$ cat src/sv/thtw_pkg.sv
// Shared types and constants for the TCP header TTL/window rewriter.
package thtw_pkg;

  // EtherType and protocol codes
  localparam logic [15:0] EthIpv4  = 16'h0800;
  localparam logic [15:0] EthIpv6  = 16'h86DD;
  localparam logic [7:0]  ProtoTcp = 8'd6;

  // Register reset values
  localparam logic [7:0]  HopResetVal    = 8'd64;
  localparam logic [15:0] WindowResetVal = 16'hFAF0;

  // Fixed frame offsets
  localparam logic [6:0] V4TtlOffset    = 7'd22;
  localparam logic [6:0] V6HopOffset    = 7'd21;
  localparam logic [6:0] V6WindowOffset = 7'd68;
  localparam logic [6:0] V4WindowBase   = 7'd28;  // 14 + 14, IHL*4 added
  localparam logic [6:0] V4MinLenBase   = 7'd34;  // 14 + 20, IHL*4 added
  localparam logic [16:0] V6MinLen      = 17'd74;

  // Configuration register indexes
  typedef enum logic [0:0] {
    CFG_HOP_VAL = 1'b0,
    CFG_WINDOW  = 1'b1
  } cfg_reg_t;

  localparam int CfgDataW = 16;

  // Current register contents
  typedef struct packed {
    logic [7:0]  hop_val;
    logic [15:0] window;
  } cfg_t;

  // One descriptor
  typedef struct packed {
    logic        event_valid;
    logic        ip_version;
    logic [6:0]  hop_offset;
    logic [6:0]  window_offset;
    logic [7:0]  hop_value;
    logic [15:0] window_value;
    logic [63:0] source_high;
    logic [63:0] source_low;
    logic [63:0] dest_high;
    logic [63:0] dest_low;
  } desc_t;

endpackage

$ cat src/sv/thtw_if.sv
// Handshake channel interfaces: frame bytes in, descriptors out, register writes.
interface thtw_in_if;
  logic       valid;
  logic       ready;
  logic [7:0] data_byte;
  logic       last_byte;

  modport source (output valid, output data_byte, output last_byte, input ready);
  modport sink   (input valid, input data_byte, input last_byte, output ready);
endinterface

interface thtw_out_if;
  logic        valid;
  logic        ready;
  logic        event_valid;
  logic        ip_version;
  logic [6:0]  hop_offset;
  logic [6:0]  window_offset;
  logic [7:0]  hop_value;
  logic [15:0] window_value;
  logic [63:0] source_high;
  logic [63:0] source_low;
  logic [63:0] dest_high;
  logic [63:0] dest_low;

  modport source (output valid, output event_valid, output ip_version, output hop_offset,
                  output window_offset, output hop_value, output window_value,
                  output source_high, output source_low, output dest_high,
                  output dest_low, input ready);
  modport sink   (input valid, input event_valid, input ip_version, input hop_offset,
                  input window_offset, input hop_value, input window_value,
                  input source_high, input source_low, input dest_high,
                  input dest_low, output ready);
endinterface

interface thtw_cfg_if;
  logic                          valid;
  logic                          ready;
  thtw_pkg::cfg_reg_t            reg_index;
  logic [thtw_pkg::CfgDataW-1:0] wr_data;

  modport source (output valid, output reg_index, output wr_data, input ready);
  modport sink   (input valid, input reg_index, input wr_data, output ready);
endinterface

$ cat src/sv/tcp_header_ttl_window_rewriter.sv
// Top level: byte input register, frame parser and descriptor output register.
//
//   channel  | dir | payload                                  | item
//   in_bus   | in  | data_byte, last_byte                     | one frame byte
//   out_bus  | out | event_valid .. dest_low                  | one descriptor per frame
//   cfg_bus  | in  | reg_index, wr_data                       | one register write
//
// One byte per clock while no descriptor is stalled; a descriptor is offered once its frame's
// last byte has passed the input register and then the descriptor register.
// rst_n is synchronous: clears frame state, channel valids, and loads register defaults.
// A stalled descriptor (out_bus.valid high, ready low) holds the whole pipeline;
// in_bus.ready follows out_bus.ready combinationally. cfg_bus is always ready.
module tcp_header_ttl_window_rewriter (
  input  logic        clk,
  input  logic        rst_n,
  thtw_in_if.sink     in_bus,
  thtw_out_if.source  out_bus,
  thtw_cfg_if.sink    cfg_bus
);

  thtw_pkg::cfg_t  cfg;
  thtw_pkg::desc_t desc;
  thtw_pkg::desc_t out_r;

  logic       adv;
  logic       step;
  logic       in_valid_r;
  logic [7:0] in_data_r;
  logic       in_last_r;
  logic       out_valid_r;

  thtw_cfg_regs u_cfg (
    .clk     (clk),
    .rst_n   (rst_n),
    .cfg_bus (cfg_bus),
    .cfg     (cfg)
  );

  // Pipeline moves unless a descriptor waits on the output
  assign adv          = !out_valid_r || out_bus.ready;
  assign in_bus.ready = adv;
  assign step         = adv && in_valid_r;

  // Input register
  always_ff @(posedge clk) begin
    if (!rst_n) begin
      in_valid_r <= 1'b0;
    end else if (adv) begin
      in_valid_r <= in_bus.valid;
    end
  end

  always_ff @(posedge clk) begin
    if (adv && in_bus.valid) begin
      in_data_r <= in_bus.data_byte;
      in_last_r <= in_bus.last_byte;
    end
  end

  thtw_frame_parser u_parser (
    .clk       (clk),
    .rst_n     (rst_n),
    .step      (step),
    .data_byte (in_data_r),
    .last_byte (in_last_r),
    .cfg       (cfg),
    .desc      (desc)
  );

  // Descriptor register
  always_ff @(posedge clk) begin
    if (!rst_n) begin
      out_valid_r <= 1'b0;
    end else if (adv) begin
      out_valid_r <= in_valid_r && in_last_r;
    end
  end

  always_ff @(posedge clk) begin
    if (step && in_last_r) begin
      out_r <= desc;
    end
  end

  assign out_bus.valid         = out_valid_r;
  assign out_bus.event_valid   = out_r.event_valid;
  assign out_bus.ip_version    = out_r.ip_version;
  assign out_bus.hop_offset    = out_r.hop_offset;
  assign out_bus.window_offset = out_r.window_offset;
  assign out_bus.hop_value     = out_r.hop_value;
  assign out_bus.window_value  = out_r.window_value;
  assign out_bus.source_high   = out_r.source_high;
  assign out_bus.source_low    = out_r.source_low;
  assign out_bus.dest_high     = out_r.dest_high;
  assign out_bus.dest_low      = out_r.dest_low;

endmodule

$ cat src/sv/thtw_cfg_regs.sv
// Configuration registers: new hop limit and new TCP window.
module thtw_cfg_regs (
  input  logic              clk,
  input  logic              rst_n,
  thtw_cfg_if.sink          cfg_bus,
  output thtw_pkg::cfg_t    cfg
);

  thtw_pkg::cfg_t cfg_r;

  // Writes are always taken
  assign cfg_bus.ready = 1'b1;
  assign cfg           = cfg_r;

  always_ff @(posedge clk) begin
    if (!rst_n) begin
      cfg_r.hop_val <= thtw_pkg::HopResetVal;
      cfg_r.window  <= thtw_pkg::WindowResetVal;
    end else if (cfg_bus.valid) begin
      unique case (cfg_bus.reg_index)
        thtw_pkg::CFG_HOP_VAL: cfg_r.hop_val <= cfg_bus.wr_data[7:0];
        thtw_pkg::CFG_WINDOW:  cfg_r.window  <= cfg_bus.wr_data;
        default: ;
      endcase
    end
  end

endmodule

$ cat src/sv/thtw_frame_parser.sv
// Per-frame header tracker; builds the descriptor for the frame's last byte.
module thtw_frame_parser (
  input  logic            clk,
  input  logic            rst_n,
  input  logic            step,       // registered byte is consumed this cycle
  input  logic [7:0]      data_byte,
  input  logic            last_byte,
  input  thtw_pkg::cfg_t  cfg,
  output thtw_pkg::desc_t desc
);

  logic [15:0] pos_r,    pos_nxt;
  logic [15:0] etype_r,  etype_upd,  etype_nxt;
  logic [3:0]  ihl_r,    ihl_upd,    ihl_nxt;
  logic [7:0]  proto_r,  proto_upd,  proto_nxt;
  logic [63:0] src_hi_r, src_hi_upd, src_hi_nxt;
  logic [63:0] src_lo_r, src_lo_upd, src_lo_nxt;
  logic [63:0] dst_hi_r, dst_hi_upd, dst_hi_nxt;
  logic [63:0] dst_lo_r, dst_lo_upd, dst_lo_nxt;

  logic [16:0] frame_len;
  logic [6:0]  v4_min_len;
  logic [6:0]  v4_win_off;
  logic [63:0] v4_src, v4_dst;
  logic        v4_hit, v6_hit;

  // Field capture for the current byte
  always_comb begin
    etype_upd  = etype_r;
    ihl_upd    = ihl_r;
    proto_upd  = proto_r;
    src_hi_upd = src_hi_r;
    src_lo_upd = src_lo_r;
    dst_hi_upd = dst_hi_r;
    dst_lo_upd = dst_lo_r;
    if (pos_r == 16'd12 || pos_r == 16'd13) begin
      etype_upd = {etype_r[7:0], data_byte};
    end else if (etype_r == thtw_pkg::EthIpv4) begin
      if (pos_r == 16'd14) begin
        ihl_upd = data_byte[3:0];
      end else if (pos_r == 16'd23) begin
        proto_upd = data_byte;
      end else if (pos_r >= 16'd26 && pos_r <= 16'd29) begin
        src_lo_upd = {src_lo_r[55:0], data_byte};
      end else if (pos_r >= 16'd30 && pos_r <= 16'd33) begin
        dst_lo_upd = {dst_lo_r[55:0], data_byte};
      end
    end else if (etype_r == thtw_pkg::EthIpv6) begin
      if (pos_r == 16'd20) begin
        proto_upd = data_byte;
      end else if (pos_r >= 16'd22 && pos_r <= 16'd29) begin
        src_hi_upd = {src_hi_r[55:0], data_byte};
      end else if (pos_r >= 16'd30 && pos_r <= 16'd37) begin
        src_lo_upd = {src_lo_r[55:0], data_byte};
      end else if (pos_r >= 16'd38 && pos_r <= 16'd45) begin
        dst_hi_upd = {dst_hi_r[55:0], data_byte};
      end else if (pos_r >= 16'd46 && pos_r <= 16'd53) begin
        dst_lo_upd = {dst_lo_r[55:0], data_byte};
      end
    end
  end

  // Next state: clear after the last byte, else keep the captured fields
  always_comb begin
    if (last_byte) begin
      pos_nxt    = '0;
      etype_nxt  = '0;
      ihl_nxt    = '0;
      proto_nxt  = '0;
      src_hi_nxt = '0;
      src_lo_nxt = '0;
      dst_hi_nxt = '0;
      dst_lo_nxt = '0;
    end else begin
      pos_nxt    = (pos_r == 16'hFFFF) ? pos_r : pos_r + 16'd1;
      etype_nxt  = etype_upd;
      ihl_nxt    = ihl_upd;
      proto_nxt  = proto_upd;
      src_hi_nxt = src_hi_upd;
      src_lo_nxt = src_lo_upd;
      dst_hi_nxt = dst_hi_upd;
      dst_lo_nxt = dst_lo_upd;
    end
  end

  always_ff @(posedge clk) begin
    if (!rst_n) begin
      pos_r    <= '0;
      etype_r  <= '0;
      ihl_r    <= '0;
      proto_r  <= '0;
      src_hi_r <= '0;
      src_lo_r <= '0;
      dst_hi_r <= '0;
      dst_lo_r <= '0;
    end else if (step) begin
      pos_r    <= pos_nxt;
      etype_r  <= etype_nxt;
      ihl_r    <= ihl_nxt;
      proto_r  <= proto_nxt;
      src_hi_r <= src_hi_nxt;
      src_lo_r <= src_lo_nxt;
      dst_hi_r <= dst_hi_nxt;
      dst_lo_r <= dst_lo_nxt;
    end
  end

  // Length checks and window offset
  assign frame_len  = {1'b0, pos_r} + 17'd1;
  assign v4_min_len = thtw_pkg::V4MinLenBase + {1'b0, ihl_upd, 2'b00};
  assign v4_win_off = thtw_pkg::V4WindowBase + {1'b0, ihl_upd, 2'b00};

  assign v4_hit = (etype_upd == thtw_pkg::EthIpv4) && (proto_upd == thtw_pkg::ProtoTcp) &&
                  (frame_len >= {10'd0, v4_min_len});
  assign v6_hit = (etype_upd == thtw_pkg::EthIpv6) && (proto_upd == thtw_pkg::ProtoTcp) &&
                  (frame_len >= thtw_pkg::V6MinLen);

  // With IHL 0 or 1 the window overlays the low half of an address
  always_comb begin
    v4_src = src_lo_upd;
    v4_dst = dst_lo_upd;
    if (ihl_upd == 4'd0) begin
      v4_src[15:0] = cfg.window;
    end
    if (ihl_upd == 4'd1) begin
      v4_dst[15:0] = cfg.window;
    end
  end

  // Descriptor assembly
  always_comb begin
    desc = '0;
    if (v4_hit) begin
      desc.event_valid   = 1'b1;
      desc.ip_version    = 1'b0;
      desc.hop_offset    = thtw_pkg::V4TtlOffset;
      desc.window_offset = v4_win_off;
      desc.hop_value     = cfg.hop_val;
      desc.window_value  = cfg.window;
      desc.source_low    = v4_src;
      desc.dest_low      = v4_dst;
    end else if (v6_hit) begin
      desc.event_valid   = 1'b1;
      desc.ip_version    = 1'b1;
      desc.hop_offset    = thtw_pkg::V6HopOffset;
      desc.window_offset = thtw_pkg::V6WindowOffset;
      desc.hop_value     = cfg.hop_val;
      desc.window_value  = cfg.window;
      desc.source_high   = src_hi_upd;
      desc.source_low    = src_lo_upd;
      desc.dest_high     = dst_hi_upd;
      desc.dest_low      = dst_lo_upd;
    end
  end

endmodule
$ cat src/flat_wrapper.sv
// flat-port wrapper written by rule: the top's interface ports become plain ports
module tcp_header_ttl_window_rewriter_flat 
  (clk, rst_n, in_bus_valid, in_bus_data_byte, in_bus_last_byte, in_bus_ready, out_bus_valid, out_bus_event_valid, out_bus_ip_version, out_bus_hop_offset, out_bus_window_offset, out_bus_hop_value, out_bus_window_value, out_bus_source_high, out_bus_source_low, out_bus_dest_high, out_bus_dest_low, out_bus_ready, cfg_bus_valid, cfg_bus_reg_index, cfg_bus_wr_data, cfg_bus_ready);
  thtw_in_if in_bus_i ();
  thtw_out_if out_bus_i ();
  thtw_cfg_if cfg_bus_i ();
  input  logic clk;
  input  logic rst_n;
  input wire logic [$bits(in_bus_i.valid)-1:0] in_bus_valid;
  input wire logic [$bits(in_bus_i.data_byte)-1:0] in_bus_data_byte;
  input wire logic [$bits(in_bus_i.last_byte)-1:0] in_bus_last_byte;
  output wire logic [$bits(in_bus_i.ready)-1:0] in_bus_ready;
  output wire logic [$bits(out_bus_i.valid)-1:0] out_bus_valid;
  output wire logic [$bits(out_bus_i.event_valid)-1:0] out_bus_event_valid;
  output wire logic [$bits(out_bus_i.ip_version)-1:0] out_bus_ip_version;
  output wire logic [$bits(out_bus_i.hop_offset)-1:0] out_bus_hop_offset;
  output wire logic [$bits(out_bus_i.window_offset)-1:0] out_bus_window_offset;
  output wire logic [$bits(out_bus_i.hop_value)-1:0] out_bus_hop_value;
  output wire logic [$bits(out_bus_i.window_value)-1:0] out_bus_window_value;
  output wire logic [$bits(out_bus_i.source_high)-1:0] out_bus_source_high;
  output wire logic [$bits(out_bus_i.source_low)-1:0] out_bus_source_low;
  output wire logic [$bits(out_bus_i.dest_high)-1:0] out_bus_dest_high;
  output wire logic [$bits(out_bus_i.dest_low)-1:0] out_bus_dest_low;
  input wire logic [$bits(out_bus_i.ready)-1:0] out_bus_ready;
  input wire logic [$bits(cfg_bus_i.valid)-1:0] cfg_bus_valid;
  input wire logic [$bits(cfg_bus_i.reg_index)-1:0] cfg_bus_reg_index;
  input wire logic [$bits(cfg_bus_i.wr_data)-1:0] cfg_bus_wr_data;
  output wire logic [$bits(cfg_bus_i.ready)-1:0] cfg_bus_ready;
  assign in_bus_i.valid = in_bus_valid;
  assign in_bus_i.data_byte = in_bus_data_byte;
  assign in_bus_i.last_byte = in_bus_last_byte;
  assign in_bus_ready = in_bus_i.ready;
  assign out_bus_valid = out_bus_i.valid;
  assign out_bus_event_valid = out_bus_i.event_valid;
  assign out_bus_ip_version = out_bus_i.ip_version;
  assign out_bus_hop_offset = out_bus_i.hop_offset;
  assign out_bus_window_offset = out_bus_i.window_offset;
  assign out_bus_hop_value = out_bus_i.hop_value;
  assign out_bus_window_value = out_bus_i.window_value;
  assign out_bus_source_high = out_bus_i.source_high;
  assign out_bus_source_low = out_bus_i.source_low;
  assign out_bus_dest_high = out_bus_i.dest_high;
  assign out_bus_dest_low = out_bus_i.dest_low;
  assign out_bus_i.ready = out_bus_ready;
  assign cfg_bus_i.valid = cfg_bus_valid;
  assign cfg_bus_i.reg_index = cfg_bus_reg_index;
  assign cfg_bus_i.wr_data = cfg_bus_wr_data;
  assign cfg_bus_ready = cfg_bus_i.ready;
  tcp_header_ttl_window_rewriter u_core (.clk(clk), .rst_n(rst_n), .in_bus(in_bus_i), .out_bus(out_bus_i), .cfg_bus(cfg_bus_i));
endmodule
$ cat config.mk
export PLATFORM = sky130hd
export DESIGN_NAME = tcp_header_ttl_window_rewriter_flat
export DESIGN_NICKNAME = d
export VERILOG_FILES = /design/src/sv/thtw_pkg.sv /design/src/sv/thtw_if.sv /design/src/sv/tcp_header_ttl_window_rewriter.sv /design/src/sv/thtw_cfg_regs.sv /design/src/sv/thtw_frame_parser.sv /design/src/flat_wrapper.sv
export SDC_FILE = /design/constraint.sdc
export NUM_CORES = 1
export LEC_CHECK = 0
export BUFFER_PORTS_ARGS = -buffer_cell sky130_fd_sc_hd__clkbuf_2
export CORE_ASPECT_RATIO = 1.75
export CORE_UTILIZATION = 38
export DETAILED_ROUTE_END_ITERATION = 8
export GPL_ROUTABILITY_DRIVEN = 1
export GPL_TIMING_DRIVEN = 0
export PLACE_DENSITY = 0.65
export SYNTH_ARGS = -nofsm -noshare
export SYNTH_HDL_FRONTEND = slang
export SYNTH_SLANG_ARGS = --single-unit
$ cat constraint.sdc
create_clock -name clk -period 11.9 [get_ports clk]
set_clock_uncertainty 0.05 [all_clocks]
set_input_delay 1.785 -clock clk [delete_from_list [all_inputs] [get_ports clk]]
set_output_delay 1.785 -clock clk [all_outputs]
set_load 0.01 [all_outputs]
==> results.md <==
- Hold Path Sink: u_core.u_cfg.cfg[21]$_SDFFE_PN0P_
- Yosys reg bits: about 620
- Worst-path cell chain: clkbuf_1, inv_1, ha_1, clkbuf_1, nor3b_1, nand4_1, nor4b_4, mux2i_1, inv_1, ha_1, and4_1, a31o_2, a311oi_1, a41o_1, buf_4, buf_8, buf_6, o22ai_2
- First-pass DRT Iterations: 6
- Worst-Margin Slew: approximately 1.3 ns
- CTS tree: done
- Share of layout cells above drive strength 1: 22.3%
- Final Instance Count excl. Fillers: 3824
- Layout fillers: 6568
- Worst path buffer plus inverter count: 7
- Reg2reg start: u_core.u_parser.pos_r[1]$_SDFFE_PN0P_
- R2r setup slk: slightly above 6 ns
- Relative slew slack: 15.3%
- Synth top area share: 33.6%
- Vias: 20800
- Ys Warns: 0
- Core area: 68800 sq um
- Antenna violations before repair: 5
- Gr usage total: 22.7%
- Std cell rows: 127
- Clk sinks: 623
- Tightest Hold Check Type: flip-flop to flip-flop
- Peak supply drop: ~0.11 mV
- RSZ-0062 raised after global routing: false
- Die footprint: 71000 sq um
- Hpwl dp: 60500 microns
- CP max FO: 10
- Gr ovfl total: 0
- Final ANT Viol Nets: 0
- Worst-path clk slew: 0.07 ns
- DRT iter0 DRCs: 1435
- RD Place Congestion: 0.930
- Starting density of the core: 38.6%
- Synthesized area: 26600 sq um
- R2R depth: 18
- Area leader, netlist: edfxtp_1
- Final Power: 0.00440 W
- Mapped Avg Cell Area: 10.7 sq um
- First-pass GRT wire length: 123000 microns
- DRC: 0
- Fraction of registers with async set/reset: 0%
- Final Slew Violations: 0
- Fin crit share: 48.3%
- Post-synth top flop: dfxtp_1
- Post-synth EDFFs: 297
- Hold Buf Count CTS: 0
- Layout net count: 2913
- Clock buffer depth: 3
- CP endpoint kind: flip-flop
- Min-delay src: u_core.u_cfg.cfg[21]$_SDFFE_PN0P_
- Post-CTS Setup Bufs: 0
- Cts repair resizes: 0
- Largest net degree at the start of global routing: 136
- Area delta synth->final: 17.9%
- Antenna Cells: 0
- Max-cap violations: 0
- Critical path class: flip-flop to flip-flop
- Synth area leaders: edfxtp_1 (34%), dfxtp_1 (25%), a22oi_1 (7.5%)
- Total I/O pin count: 330
- Die Y: 352 microns
- Total routed wirelength: 83000 microns
- Crit path time final: between 5 and 6 ns
- Worst-skew pair later-pin latency: 0.64 ns
- Syn Inst Count: 2484
- Outcome: finished, final reports clean
- Crit-path leading delay family: buffers and inverters
- Max Freq: 174 MHz
- Port Buffer Count: 323
- Post-layout instance area: 31300 sq um
- Register area share after synthesis: between 50% and 60%
- Post-DP Area: 29400 sq um
- Post-synthesis cell type count: 80
- P_leak: slightly below 10 nW
- Inst Count DP: 3716
- Reg2reg end: u_core.out_bus.dest_low[1]$_DFFE_PP_
- Fin. Hold Viols: 0
- CTS Buf Count: 57
- Power Dens Cells: about 140 nW/um^2
- Root Buffer: clkbuf_16
- Util after Layout: 45.5%
- Worst Setup Start Kind: flip-flop
- Arrival @ worst endpoint: 6.05 ns
- Vias in the first global route: between 15000 and 20000
- Avg WL per Cell: 21.7 microns
- Critical Path RT: 12.21 ns
- Hold path depth: 2
- CTS H-tree depth: 2
- Final setup viols: 0
- Vias per cell: between 5 and 6
- Slowest CP cell: nor4b_4
- Die width: 202 microns
- Max stage delay on crit path: about 0.65 ns
- Final TNS setup: 0 ns
## cells in the mapped netlist, types with 5 or more instances
| master | instances |
|---|---|
| and3_1 | 6 |
| o21ai_0 | 15 |
| edfxtp_1 | 297 |
| and2_1 | 16 |
| inv_1 | 24 |
| ha_1 | 10 |
| buf_4 | 26 |
| nand3_1 | 16 |
| or3_1 | 6 |
| a22oi_1 | 264 |
| or4_1 | 5 |
| mux2_2 | 33 |
| nor2_1 | 310 |
| nand4_1 | 7 |
| a2bb2oi_1 | 16 |
| nor2b_1 | 14 |
| a21boi_0 | 11 |
| o21ai_1 | 7 |
| a21oi_2 | 80 |
| a21oi_1 | 197 |
| o211ai_1 | 13 |
| dfxtp_1 | 326 |
| nand2_1 | 317 |
| o22ai_2 | 20 |
| nor3_1 | 13 |
| mux2i_1 | 133 |
| buf_2 | 43 |
| clkbuf_1 | 128 |
| xnor2_1 | 5 |
| buf_1 | 7 |
| a32o_1 | 7 |
| buf_6 | 13 |
| or2_2 | 5 |
| o22ai_1 | 12 |
| nor4_1 | 8 |
## worst min-delay path, delay by kind of cell (launching register included)
family / cells / cell delay [ns]
compound gates: 1 / 0.05
simple gates: 1 / 0.05
flops: 1 / 0.31
## layer usage
metal | global-route usage (%) | vias up | share of wire [%]
met5 | 0 | - | 0.047
met4 | 9.59 | 6 | 4.1
met3 | 3.59 | 167 | 5.8
met2 | 39.4 | 728 | 49
met1 | 27.9 | 10100 | 41
li1 | - | 9753 | -
## through the flow
step / setup WS, ns / hold slack (ns)
2_1_floorplan: 2.73 / 0.382
3_3_place_gp: -0.435 / 0.389
3_5_place_dp: 6.32 / 0.395
4_1_cts: 6.27 / 0.405
5_1_grt: 5.92 / 0.426
6_report: 6.15 / 0.403
## cell type report
| class | count | area (sq um) | share of cell area, % |
|---|---|---|---|
| inverter | 25 | 101 | 0.324 |
| tap | 903 | 1130 | 3.61 |
| timing repair buffer | 325 | 1670 | 5.34 |
| multi-input combinational | 1622 | 9960 | 31.8 |
| buffer | 218 | 1080 | 3.44 |
| clock buffer | 75 | 1610 | 5.14 |
| sequential | 623 | 15400 | 49.3 |
| clock inverter | 33 | 318 | 1.02 |
## logic make-up after synthesis
family	share of synthesized area, %
AO/OA/AOI/OAI	18.1
XOR/XNOR	0.198
adder cells (fa/ha/maj)	0.471
buffers and inverters	4.41
flip-flops	58.2
multiplexers	6.52
other	0.0283
AND/OR/NAND/NOR	12.1
## placed cells by master, fill, tap and decap left out, types with 14 or more instances in the layout
cell type,count
a2bb2oi_1,16
a21oi_1,197
nor2_1,310
a21oi_2,80
o22ai_2,20
inv_1,23
o21ai_0,15
buf_4,26
nor2b_1,14
nand2_1,317
clkbuf_1,138
mux2i_1,133
dfxtp_1,326
a22oi_1,264
nand3_1,16
mux2_2,33
buf_2,43
edfxtp_1,297
clkbuf_16,60
clkbuf_2,323
and2_1,16
## worst max path at each step
stage                                                from                                         to  cells after the start
global route        u_core.u_parser.pos_r[1]$_SDFFE_PN0P_       u_core.out_bus.dest_low[1]$_DFFE_PP_                     18
finish              u_core.u_parser.pos_r[1]$_SDFFE_PN0P_       u_core.out_bus.dest_low[1]$_DFFE_PP_                     18
floorplan                                   out_bus_ready  u_core.out_bus.dest_high[0]$_SDFFCE_PP0P_                      7
detailed placement  u_core.u_parser.pos_r[1]$_SDFFE_PN0P_       u_core.out_bus.dest_low[1]$_DFFE_PP_                     18
global placement                            out_bus_ready    u_core.out_bus.source_low[55]$_DFFE_PP_                      8
CTS                 u_core.u_parser.pos_r[1]$_SDFFE_PN0P_       u_core.out_bus.dest_low[1]$_DFFE_PP_                     18
## sequential cells by signal (all words and copies together) (netlist names), 3 cells and up
signal	flops
u_core.u_parser.dst_lo_r	64
u_core.out_bus.source_low	64
u_core.out_bus.window_offset	5
u_core.out_bus.hop_offset	3
u_core.in_data_r	8
u_core.u_parser.etype_r	16
u_core.u_parser.src_lo_r	64
u_core.out_bus.source_high	64
u_core.out_bus.window_value	16
u_core.u_parser.proto_r	8
u_core.out_bus.hop_value	8
u_core.u_parser.ihl_r	4
u_core.out_bus.dest_high	64
u_core.u_parser.pos_r	16
u_core.u_parser.dst_hi_r	64
u_core.out_bus.dest_low	64
u_core.u_cfg.cfg	24
u_core.u_parser.src_hi_r	64
## report_power, final
group	switching [W]	internal, W
registers	0.0000227	0.00228
clock network	0.000849	0.00106
logic	0.000129	0.0000483
Note: power is estimated with default switching activity, not from simulation.
